File: src/hdl/mexp_pkg.sv
`timescale 1ns / 1ps
// ----------------------------------------------------------------------------
// Modular exponentiation package
// Shared types for the exponentiation sequencer and the modular multiplier.
// ----------------------------------------------------------------------------
package mexp_pkg;

	// Configuration register indexes.
	localparam logic REG_EXPONENT = 1'b0;
	localparam logic REG_MODULUS  = 1'b1;

	// Top-level sequencer states.
	typedef enum logic [2:0] {
		ST_IDLE,
		ST_RED_GO,
		ST_RED_WAIT,
		ST_SQ_GO,
		ST_SQ_WAIT,
		ST_MUL_GO,
		ST_MUL_WAIT,
		ST_DONE
	} mexp_state_t;

	// Modular multiplier states.
	typedef enum logic [1:0] {
		MS_IDLE,
		MS_DBL,
		MS_ADD
	} mexp_mul_state_t;

	// Status returned by the modular multiplier.
	typedef struct packed {
		logic busy;
		logic done;
	} mexp_mul_stat_t;

endpackage

File: src/hdl/mexp_mulmod.sv
`timescale 1ns / 1ps
// ----------------------------------------------------------------------------
// Iterative modular multiplier
// Computes a * b mod m by shift-and-add over the bits of b, most significant
// first, with one modular addition per cycle.
// ----------------------------------------------------------------------------
module mexp_mulmod import mexp_pkg::*; #(
	parameter int OPERAND_BITS = 31
) (
	input  logic                    clk,
	input  logic                    arst_n,
	input  logic                    start,
	input  logic [OPERAND_BITS-1:0] a,
	input  logic [OPERAND_BITS-1:0] b,
	input  logic [OPERAND_BITS-1:0] m,
	output mexp_mul_stat_t          stat,
	output logic [OPERAND_BITS-1:0] product
);

	localparam int CNT_W = $clog2(OPERAND_BITS);

	mexp_mul_state_t         state_q, state_d;
	logic [OPERAND_BITS-1:0] acc_q, a_q, b_q, m_q;
	logic [CNT_W-1:0]        cnt_q;
	logic                    done_q;
	logic [OPERAND_BITS-1:0] addend;
	logic                    step_end;
	logic                    last;
	logic [OPERAND_BITS:0]   sum;
	logic [OPERAND_BITS:0]   diff;
	logic [OPERAND_BITS-1:0] acc_next;

	// Both operands of the addition are below m, so one conditional
	// subtraction brings the sum back into range.
	assign sum      = {1'b0, acc_q} + {1'b0, addend};
	assign diff     = sum - {1'b0, m_q};
	assign acc_next = (sum >= {1'b0, m_q}) ? diff[OPERAND_BITS-1:0] : sum[OPERAND_BITS-1:0];

	always_comb begin
		state_d = state_q;
		case (state_q)
			MS_IDLE: begin
				if (start) state_d = MS_DBL;
			end
			MS_DBL: begin
				if (b_q[OPERAND_BITS-1]) state_d = MS_ADD;
				else if (cnt_q == '0)    state_d = MS_IDLE;
			end
			MS_ADD: begin
				state_d = (cnt_q == '0) ? MS_IDLE : MS_DBL;
			end
			default: state_d = MS_IDLE;
		endcase
	end

	always_comb begin
		addend   = (state_q == MS_ADD) ? a_q : acc_q;
		step_end = (state_q == MS_ADD) || (state_q == MS_DBL && !b_q[OPERAND_BITS-1]);
		last     = step_end && (cnt_q == '0);
	end

	always_ff @(posedge clk or negedge arst_n) begin
		if (!arst_n) begin
			state_q <= MS_IDLE;
			done_q  <= 1'b0;
		end else begin
			state_q <= state_d;
			done_q  <= last;
		end
	end

	always_ff @(posedge clk) begin
		if (state_q == MS_IDLE && start) begin
			acc_q <= '0;
			a_q   <= a;
			b_q   <= b;
			m_q   <= m;
			cnt_q <= CNT_W'(OPERAND_BITS - 1);
		end else if (state_q != MS_IDLE) begin
			acc_q <= acc_next;
			if (step_end) begin
				b_q   <= b_q << 1;
				cnt_q <= cnt_q - 1'b1;
			end
		end
	end

	assign stat.busy = (state_q != MS_IDLE);
	assign stat.done = done_q;
	assign product   = acc_q;

endmodule

File: src/hdl/modular_exponentiation.sv
`timescale 1ns / 1ps
// ----------------------------------------------------------------------------
// Modular exponentiation
// Raises each base to the configured exponent modulo the configured modulus
// by left-to-right square-and-multiply on one shared modular multiplier.
// ----------------------------------------------------------------------------
// A base is taken when start is high and busy is low; busy then stays high
// until the result has been shown. The result appears on power_mod for one
// cycle with done high and must be captured then, as it cannot be held off.
// Every product goes through one iterative multiplier that doubles once per
// multiplier bit and adds once per set bit. The base is first reduced with
// one multiply, then each exponent bit costs a squaring and, if set, a
// further multiply.
// Configuration writes are only to be made while busy is low.
module modular_exponentiation import mexp_pkg::*; #(
	parameter int OPERAND_BITS = 31
) (
	input  logic                    clk,
	input  logic                    arst_n,
	input  logic                    start,
	output logic                    busy,
	input  logic [OPERAND_BITS-1:0] base,
	output logic                    done,
	output logic [OPERAND_BITS-1:0] power_mod,
	input  logic                    wr_en,
	input  logic                    wr_index,
	input  logic [OPERAND_BITS-1:0] wr_data
);

	localparam int CNT_W = $clog2(OPERAND_BITS);
	localparam logic [OPERAND_BITS-1:0] ONE = OPERAND_BITS'(1);

	mexp_state_t             state_q, state_d;
	logic [OPERAND_BITS-1:0] exponent_q, modulus_q;
	logic [OPERAND_BITS-1:0] m_eff;
	logic [OPERAND_BITS-1:0] acc_q, base_q, e_q;
	logic [CNT_W-1:0]        ecnt_q;
	logic                    mul_start;
	logic [OPERAND_BITS-1:0] mul_b;
	logic [OPERAND_BITS-1:0] product;
	mexp_mul_stat_t          mul_stat;
	logic                    bit_end;

	// A modulus of zero behaves as a modulus of one.
	assign m_eff = (modulus_q == '0) ? ONE : modulus_q;

	always_ff @(posedge clk or negedge arst_n) begin
		if (!arst_n) begin
			exponent_q <= ONE;
			modulus_q  <= ONE;
		end else if (wr_en) begin
			case (wr_index)
				REG_EXPONENT: exponent_q <= wr_data;
				REG_MODULUS:  modulus_q  <= wr_data;
				default: ;
			endcase
		end
	end

	assign bit_end = mul_stat.done &&
		((state_q == ST_SQ_WAIT && !e_q[OPERAND_BITS-1]) || state_q == ST_MUL_WAIT);

	always_comb begin
		state_d = state_q;
		case (state_q)
			ST_IDLE:     if (start) state_d = ST_RED_GO;
			ST_RED_GO:   state_d = ST_RED_WAIT;
			ST_RED_WAIT: if (mul_stat.done) state_d = ST_SQ_GO;
			ST_SQ_GO:    state_d = ST_SQ_WAIT;
			ST_SQ_WAIT: begin
				if (mul_stat.done) begin
					if (e_q[OPERAND_BITS-1]) state_d = ST_MUL_GO;
					else state_d = (ecnt_q == '0) ? ST_DONE : ST_SQ_GO;
				end
			end
			ST_MUL_GO:   state_d = ST_MUL_WAIT;
			ST_MUL_WAIT: begin
				if (mul_stat.done) state_d = (ecnt_q == '0) ? ST_DONE : ST_SQ_GO;
			end
			ST_DONE:     state_d = ST_IDLE;
			default:     state_d = ST_IDLE;
		endcase
	end

	// The multiplicand is always the running accumulator; only the
	// multiplier changes between reduction, squaring and multiplication.
	always_comb begin
		mul_start = (state_q == ST_RED_GO) || (state_q == ST_SQ_GO) || (state_q == ST_MUL_GO);
		mul_b     = (state_q == ST_SQ_GO) ? acc_q : base_q;
		busy      = (state_q != ST_IDLE);
		done      = (state_q == ST_DONE);
		power_mod = acc_q;
	end

	always_ff @(posedge clk or negedge arst_n) begin
		if (!arst_n) begin
			state_q <= ST_IDLE;
		end else begin
			state_q <= state_d;
		end
	end

	always_ff @(posedge clk) begin
		if (state_q == ST_IDLE && start) begin
			base_q <= base;
			acc_q  <= (m_eff == ONE) ? '0 : ONE;
			e_q    <= exponent_q;
			ecnt_q <= CNT_W'(OPERAND_BITS - 1);
		end else begin
			// Reducing the base is a multiply of (1 mod m) by the raw base.
			if (state_q == ST_RED_WAIT && mul_stat.done) base_q <= product;
			if ((state_q == ST_SQ_WAIT || state_q == ST_MUL_WAIT) && mul_stat.done) begin
				acc_q <= product;
			end
			if (bit_end) begin
				e_q    <= e_q << 1;
				ecnt_q <= ecnt_q - 1'b1;
			end
		end
	end

	mexp_mulmod #(
		.OPERAND_BITS(OPERAND_BITS)
	) u_mulmod (
		.clk    (clk),
		.arst_n (arst_n),
		.start  (mul_start),
		.a      (acc_q),
		.b      (mul_b),
		.m      (m_eff),
		.stat   (mul_stat),
		.product(product)
	);

	a_result_in_range: assert property (@(posedge clk) disable iff (!arst_n)
		done |-> (power_mod < m_eff))
		else $error("result beat not reduced below the modulus");

	a_accept_goes_busy: assert property (@(posedge clk) disable iff (!arst_n)
		(start && !busy) |=> busy)
		else $error("accepted beat did not make the block busy");

	a_mul_start_free: assert property (@(posedge clk) disable iff (!arst_n)
		mul_start |-> !mul_stat.busy)
		else $error("multiplier started while still working");

	a_mul_done_expected: assert property (@(posedge clk) disable iff (!arst_n)
		mul_stat.done |-> (state_q == ST_RED_WAIT || state_q == ST_SQ_WAIT ||
			state_q == ST_MUL_WAIT))
		else $error("multiplier finished outside a waiting state");

endmodule
File: config.mk
export PLATFORM = sky130hd
export DESIGN_NAME = modular_exponentiation
export DESIGN_NICKNAME = d
export VERILOG_FILES = /design/src/hdl/mexp_pkg.sv /design/src/hdl/mexp_mulmod.sv /design/src/hdl/modular_exponentiation.sv
export SDC_FILE = /design/constraint.sdc
export NUM_CORES = 1
export LEC_CHECK = 0
export ABC_AREA = 0
export ABC_CLOCK_PERIOD_IN_PS = 7400
export BUFFER_PORTS_ARGS = -buffer_cell sky130_fd_sc_hd__buf_2
export CAP_MARGIN = 30
export CORE_MARGIN = 2
export CORE_UTILIZATION = 54
export DETAILED_ROUTE_END_ITERATION = 10
export PLACE_DENSITY = 0.8
export REMOVE_ABC_BUFFERS = 1
export SLEW_MARGIN = 0
export SYNTH_ARGS = -nofsm -noshare
export SYNTH_HDL_FRONTEND = slang
export SYNTH_SLANG_ARGS = --single-unit
File: constraint.sdc
create_clock -name clk -period 7.4 [get_ports clk]
set_input_delay 2.22 -clock clk [delete_from_list [all_inputs] [get_ports clk]]
set_output_delay 2.22 -clock clk [all_outputs]
set_load 0.02 [all_outputs]
=== Word-level counts from Yosys, hierarchy flattened ===
Index checks and enable logic that the tools add are counted.

* Add/sub/neg operators: 4
* Multipliers: 0
* Divide/modulo/power cells: 0
* $lt $le $gt $ge: 1
* Equality and inequality tests: 16
* Shift operators: 0
* Muxes and demuxes: 26
* Bitwise logic cells: 1
* Reductions and logical operators: 33

{| class="wikitable"
|+ Operators by type and width
! cell !! number
|-
| two-way mux 31 bit || 13
|-
| adder 31 x 31 -> 32 bit || 1
|-
| >= comparator 32 x 31 -> 1 bit || 1
|-
| == test 31 x 1 -> 1 bit (second input constant) || 1
|-
| logical NOT 31 bit || 1
|-
| subtractor 31 bit || 1
|-
| case mux 3 bit (8 select lines) || 1
|-
| two-way mux 3 bit || 6
|-
| == test 3 bit (second input constant) || 4
|-
| nonzero test 2 bit || 6
|-
| logical NOT 5 bit || 2
|-
| AND reduction 2 bit || 5
|-
| subtractor 5 x 1 -> 5 bit (second input constant) || 2
|-
| logical AND 1 bit || 8
|-
| != test 2 x 1 -> 1 bit (second input constant) || 4
|-
| == test 3 x 2 -> 1 bit (second input constant) || 2
|-
| two-way mux 2 bit || 3
|-
| case mux 2 bit (3 select lines) || 1
|-
| logical OR 1 bit || 5
|-
| AND reduction 4 bit || 1
|-
| == test 3 x 1 -> 1 bit (second input constant) || 1
|-
| logical NOT 3 bit || 1
|-
| != test 3 x 2 -> 1 bit (second input constant) || 1
|-
| nonzero test 3 bit || 1
|-
| 7 further kinds || 9
|}

* Register bits: 295
* Bits in latches: 0
* RAM bits: 0
* Bits in read-only memories: 0
* Bits of input ports: 67
* Output and inout port bits: 33
* Word-level logic and storage cells: 95
* Memories kept: 0

=== Depth between registers and ports, before layout ===
* Word-level depth: 6
* Gate-level depth with buffers: 26
* Mapped depth without buffers: 23

=== Cells and area by module ===
Synthesis repeated with hierarchy kept, for this count alone.

* Cell total of the unflattened synthesis: 1472
* Area, all modules: 16050.4 sq um

{| class="wikitable"
|+ By module, submodules not included
! module !! times used !! cells each !! area an instance (sq um) !! seq. area each (sq um)
|-
| mexp_mulmod || 1 || 946 || 9097.5 || 3588.4
|-
| modular_exponentiation || 1 || 526 || 6952.9 || 4521.8
|}

=== Worst setup path after synthesis ===
OpenSTA, ideal clock, no wires.

* Path kind: register -> register
* Start point: register u_mulmod.state_q[1]
* End point: register u_mulmod.acc_q[28], in the netlist u_mulmod.product[28]
* Library setup time: 0.114 ns
* Arrival: 5.145 ns
* Data required time: 7.286 ns
* Path slack: 2.141 ns
* Cell stages (with the launch flop): 25
* Cells stage by stage: dfrtp_1 > nor2b_1 > clkbuf_1 > clkbuf_1 > mux2_2 > ha_1 > inv_1 > fa_1 > nor2b_2 > o31a_2 > nor3_2 > o311a_4 > o31ai_4 > a31oi_1 > xnor2_1 > ha_1 > and3_1 > and2_1 > nand3_1 > o221ai_1 > a221oi_1 > o221ai_2 > buf_4 > a32o_1 > a21o_1

* Word-level cells in the longest chain between the ends: 5
* Elaborated cells on any way between the ends: 9

{| class="wikitable"
|+ RTL lines
! item !! line !! RTL
|-
| start, declared || mexp_mulmod.sv:22 || <nowiki>mexp_mul_state_t state_q, state_d;</nowiki>
|-
| start signal, assigned || mexp_mulmod.sv:67 || <nowiki>state_q <= state_d;</nowiki>
|-
| == test 2 bit || mexp_mulmod.sv:57 || <nowiki>addend = (state_q == MS_ADD) ? a_q : acc_q;</nowiki>
|-
| two-way mux 31 bit || mexp_mulmod.sv:57 ||
|-
| adder 31 x 31 -> 32 bit || mexp_mulmod.sv:35 || <nowiki>assign sum = {1'b0, acc_q} + {1'b0, addend};</nowiki>
|-
| subtractor 31 bit or >= comparator 32 x 31 -> 1 bit (tied branches) || mexp_mulmod.sv:36, mexp_mulmod.sv:37 ||
|-
| two-way mux 31 bit || mexp_mulmod.sv:37 || <nowiki>assign acc_next = (sum >= {1'b0, m_q}) ? diff[OPERAND_BITS-1:0] : sum[OPERAND_BITS-1:0];</nowiki>
|-
| end signal, assigned || mexp_mulmod.sv:80 || <nowiki>acc_q <= acc_next;</nowiki>
|-
| end, declared || mexp_mulmod.sv:23 || <nowiki>logic [OPERAND_BITS-1:0] acc_q, a_q, b_q, m_q;</nowiki>
|}

Parallel ways exist; a longest one is shown, timed or not.
A chain may end at the register's enable or synchronous reset.

=== Worst setup path after layout ===
* Start point: register u_mulmod.state_q[1]
* End point: register u_mulmod.acc_q[21], in the netlist u_mulmod.product[21]

The elaborated chain is that of the path after synthesis.

==> run_results.csv <==
group,metric,value,unit
synth,synth.top_cell.area_share,36.4,%
clocking,h-tree-depth,1,
critical_path,crit_type,"flop to flop",
outcome,outcome,"completed",
critical_path,worst_path_largest_cell_delay,0.45,ns
die,core,0.0279,sq mm
synth,synth_edf_count,186,
die,rows,61,
synth,avgSynthCellArea,11.0,sq um
routing,post-route-drc-count,0,
critical_path,critical_path_data_arrival_time,6.72,ns
critical_path,setup.worst_path.start,"u_mulmod.state_q[1]",
timing,max_freq,0.159,GHz
min_path,source_of_the_worst_hold_timing_path,"modulus_q[7]",
critical_path,critPathMostFrequentCell,"a21oi_1",
die,vertical_die_dimension,173,microns
critical_path,rr_startpoint,"u_mulmod.state_q[1]",
synth,synth.ff_latch_count,295,
cells_and_area,ant_diodes,0,
synth,ys_seq_area_share,52.9,%
timing,grt_setup_unrepaired,"false",
clocking,post_cts_resized,0,
timing,timing.final.crit_period,6.28,ns
die,start_util,55.1,%
timing,final.period_utilization,84.9,%
routing,pre_antenna_drt_iters,5,
routing,drtAntennaViolNets,0,
timing,final.setup.worst_slack,1.12,ns
synth,synth_commonest_cells,"nand2_1 (198), edfxtp_1 (186), mux2_2 (93)",
synth,syn-instance-count,1398,
synth,netlist_area,0.0153,sq mm
global_routing,grtUsageTotal,22.1,%
global_routing,first_global_vias,10569,
timing,final-max-slew-violation-count,0,
synth,async_reset_ff_share,23.1,%
synth,synthesis.yosys.warnings,0,
clocking,clkSlewWorstSetupHoldPaths,0.07,ns
timing,fin_skew,0.0372,ns
clocking,hold_buffer_count_at_cts,0,
routing,detailroute.via_count,10522,
critical_path,worstPathMaxFanout,35,
die,die_width,173,microns
clocking,clockBufferDepth,3,
critical_path,worst_setup_path_start_kind,"flop",
critical_path,critical-path-top-delay-family,"compound AO/OA/AOI/OAI gates",
cells_and_area,area_growth_syn_to_layout,11.8,%
routing,first_iter_violations,627,
synth,synth.top_cells.by_area,"edfxtp_1 (36%), dfrtp_1 (11%), mux2_2 (6.8%)",
clocking,cts_root_buffer,"clkbuf_16",
timing,worstMarginPinSlew,0.905,ns
clocking,post_cts_buffers,0,
routing,routedWlPerCell,17.8,microns
critical_path,cp_data_required_time,7.84,ns
global_routing,grt_antenna_before_repair,0,
timing,setup-violations-final,0,
routing,drt-total-wl,33100,microns
flow_run,drv_cap,0,
placed_design,place.gp.congestion,0.900,
cells_and_area,fillerInstances,2214,
timing,setup_total_negative_slack,0,ns
global_routing,grt_pass1_wl,54300,microns
placed_design,dpl.hpwl,23300,microns
die,floorplan.io_pins,100,
die,dieArea,0.0298,sq mm
synth,synth.lib_cells_used.distinct,77,
min_path,timing.hold.worst.class,"flop to flop",
critical_path,timing.critical_path.slowest_stage_cell,"nor2b_2",
synth,dominant_synthesized_flop_cell,"edfxtp_1",
cells_and_area,nets,1587,
cells_and_area,layout-drive-gt1-share,19.6,%
global_routing,grt_max_degree,69,
clocking,tritoncts_num_sinks,295,
timing,max_slew_margin,39.7,%
cells_and_area,multiInputGateArea,0.00670,sq mm
synth,yosys.cell_count.top_type,"nand2_1",
clocking,tritoncts,"built",
placed_design,port_buffers,99,
global_routing,grt_overflow_total,0,
placed_design,detailedPlace.worstSlack,1.25,ns
critical_path,critical_path_cell_list,"nor2b_2 > buf_4 > mux2_2 > ha_1 > a21oi_1 > a21oi_1 > nor3_1 > nand2_1 > a211oi_2 > o21ai_0 > xor2_1 > ha_1 > a21o_1 > a21o_1 > a21oi_1 > o21ai_0 > a221oi_1 > o221ai_4 > buf_12 > mux2_2 > a22o_1",
timing,hold_viol,0,
cells_and_area,regArea,0.00811,sq mm
clocking,numCtsBuffers,30,
critical_path,worstSetupEndpointType,"flop",
critical_path,crit_buf_inv,2,
synth,synthDominantAreaCellType,"edfxtp_1",
clocking,clkLatencyLatePin,0.58,ns
routing,via_per_inst,5.67,
[cell usage in the layout (no fill, tap or decap), drive strengths merged, types with 13 or more instances in the layout]
master / n
dfrtp: 66
mux2i: 48
and2: 35
nor2: 49
ha: 64
a21oi: 76
a21o: 57
clkbuf: 36
mux2: 93
nand4: 13
inv: 58
xor2: 21
edfxtp: 186
nand2: 198
o21ai: 101
buf: 113
nand3: 25
dfxtp: 41
xnor2: 40
[sequential cells by signal (all words and copies together) (netlist names)]
signal	flops
modulus_q	31
u_mulmod.done_q	1
power_mod	31
u_mulmod.m_q	31
ecnt_q	5
u_mulmod.b_q	31
u_mulmod.state_q	2
u_mulmod.cnt_q	5
u_mulmod.product	31
base_q	31
state_q	3
e_q	31
u_mulmod.a_q	31
exponent_q	31
[path summary, 6_finish.rpt]
path	to	slack, ns	cells after the start
max	u_mulmod.product[21]	1.12	21
min	u_mulmod.m_q[7]	0.47	0
max reg2reg	u_mulmod.product[21]	1.12	21
min reg2reg	u_mulmod.m_q[7]	0.47	0
max in group asynchronous	exponent_q[23]	4.94	2
min in group asynchronous	exponent_q[25]	1.87	2
[final cells by class]
cell class                 count  area share [%]
clock buffer                  36            4.57
clock inverter                20            1.35
inverter                      56            1.23
multi-input combinational    958            39.1
sequential                   295            47.3
tap                          378            2.76
timing repair buffer         113            3.72
[metal layers]
metal / part of all wire, % / routed length (microns) / global-route usage, % / vias up
met5: 0 / 0 / 0 / -
met4: 2.7 / 884 / 6.94 / 0
met3: 4.8 / 1590 / 2.81 / 55
met2: 44 / 14700 / 35.0 / 286
met1: 48 / 15900 / 32.0 / 5049
li1: - / - / - / 5132
[metrics by stage]
stage	std cells	cell area [sq um]	hold slack, ns	utilization, %
2_1_floorplan	1309	15000	0.441	-
3_3_place_gp	1797	16100	0.449	57.7
3_5_place_dp	1800	16100	0.457	57.9
4_1_cts	1856	17100	0.471	61.6
5_1_grt	1856	17100	0.481	61.6
6_report	1856	17100	0.468	61.6
[logic make-up (layout without fill, tap and decap cells)]
group                    after synthesis  after routing  synth area share [%]
flip-flops                           295            295                  52.9
adder cells (fa/ha/maj)               66             66                  5.48
multiplexers                         141            141                  9.96
AND/OR/NAND/NOR                      385            385                  11.6
XOR/XNOR                              61             61                  3.48
AO/OA/AOI/OAI                        305            305                  12.9
buffers and inverters                145            225                  3.70
Power is not shown: default switching activity piles up to over one toggle a cycle in this logic, so the estimate is an artifact.
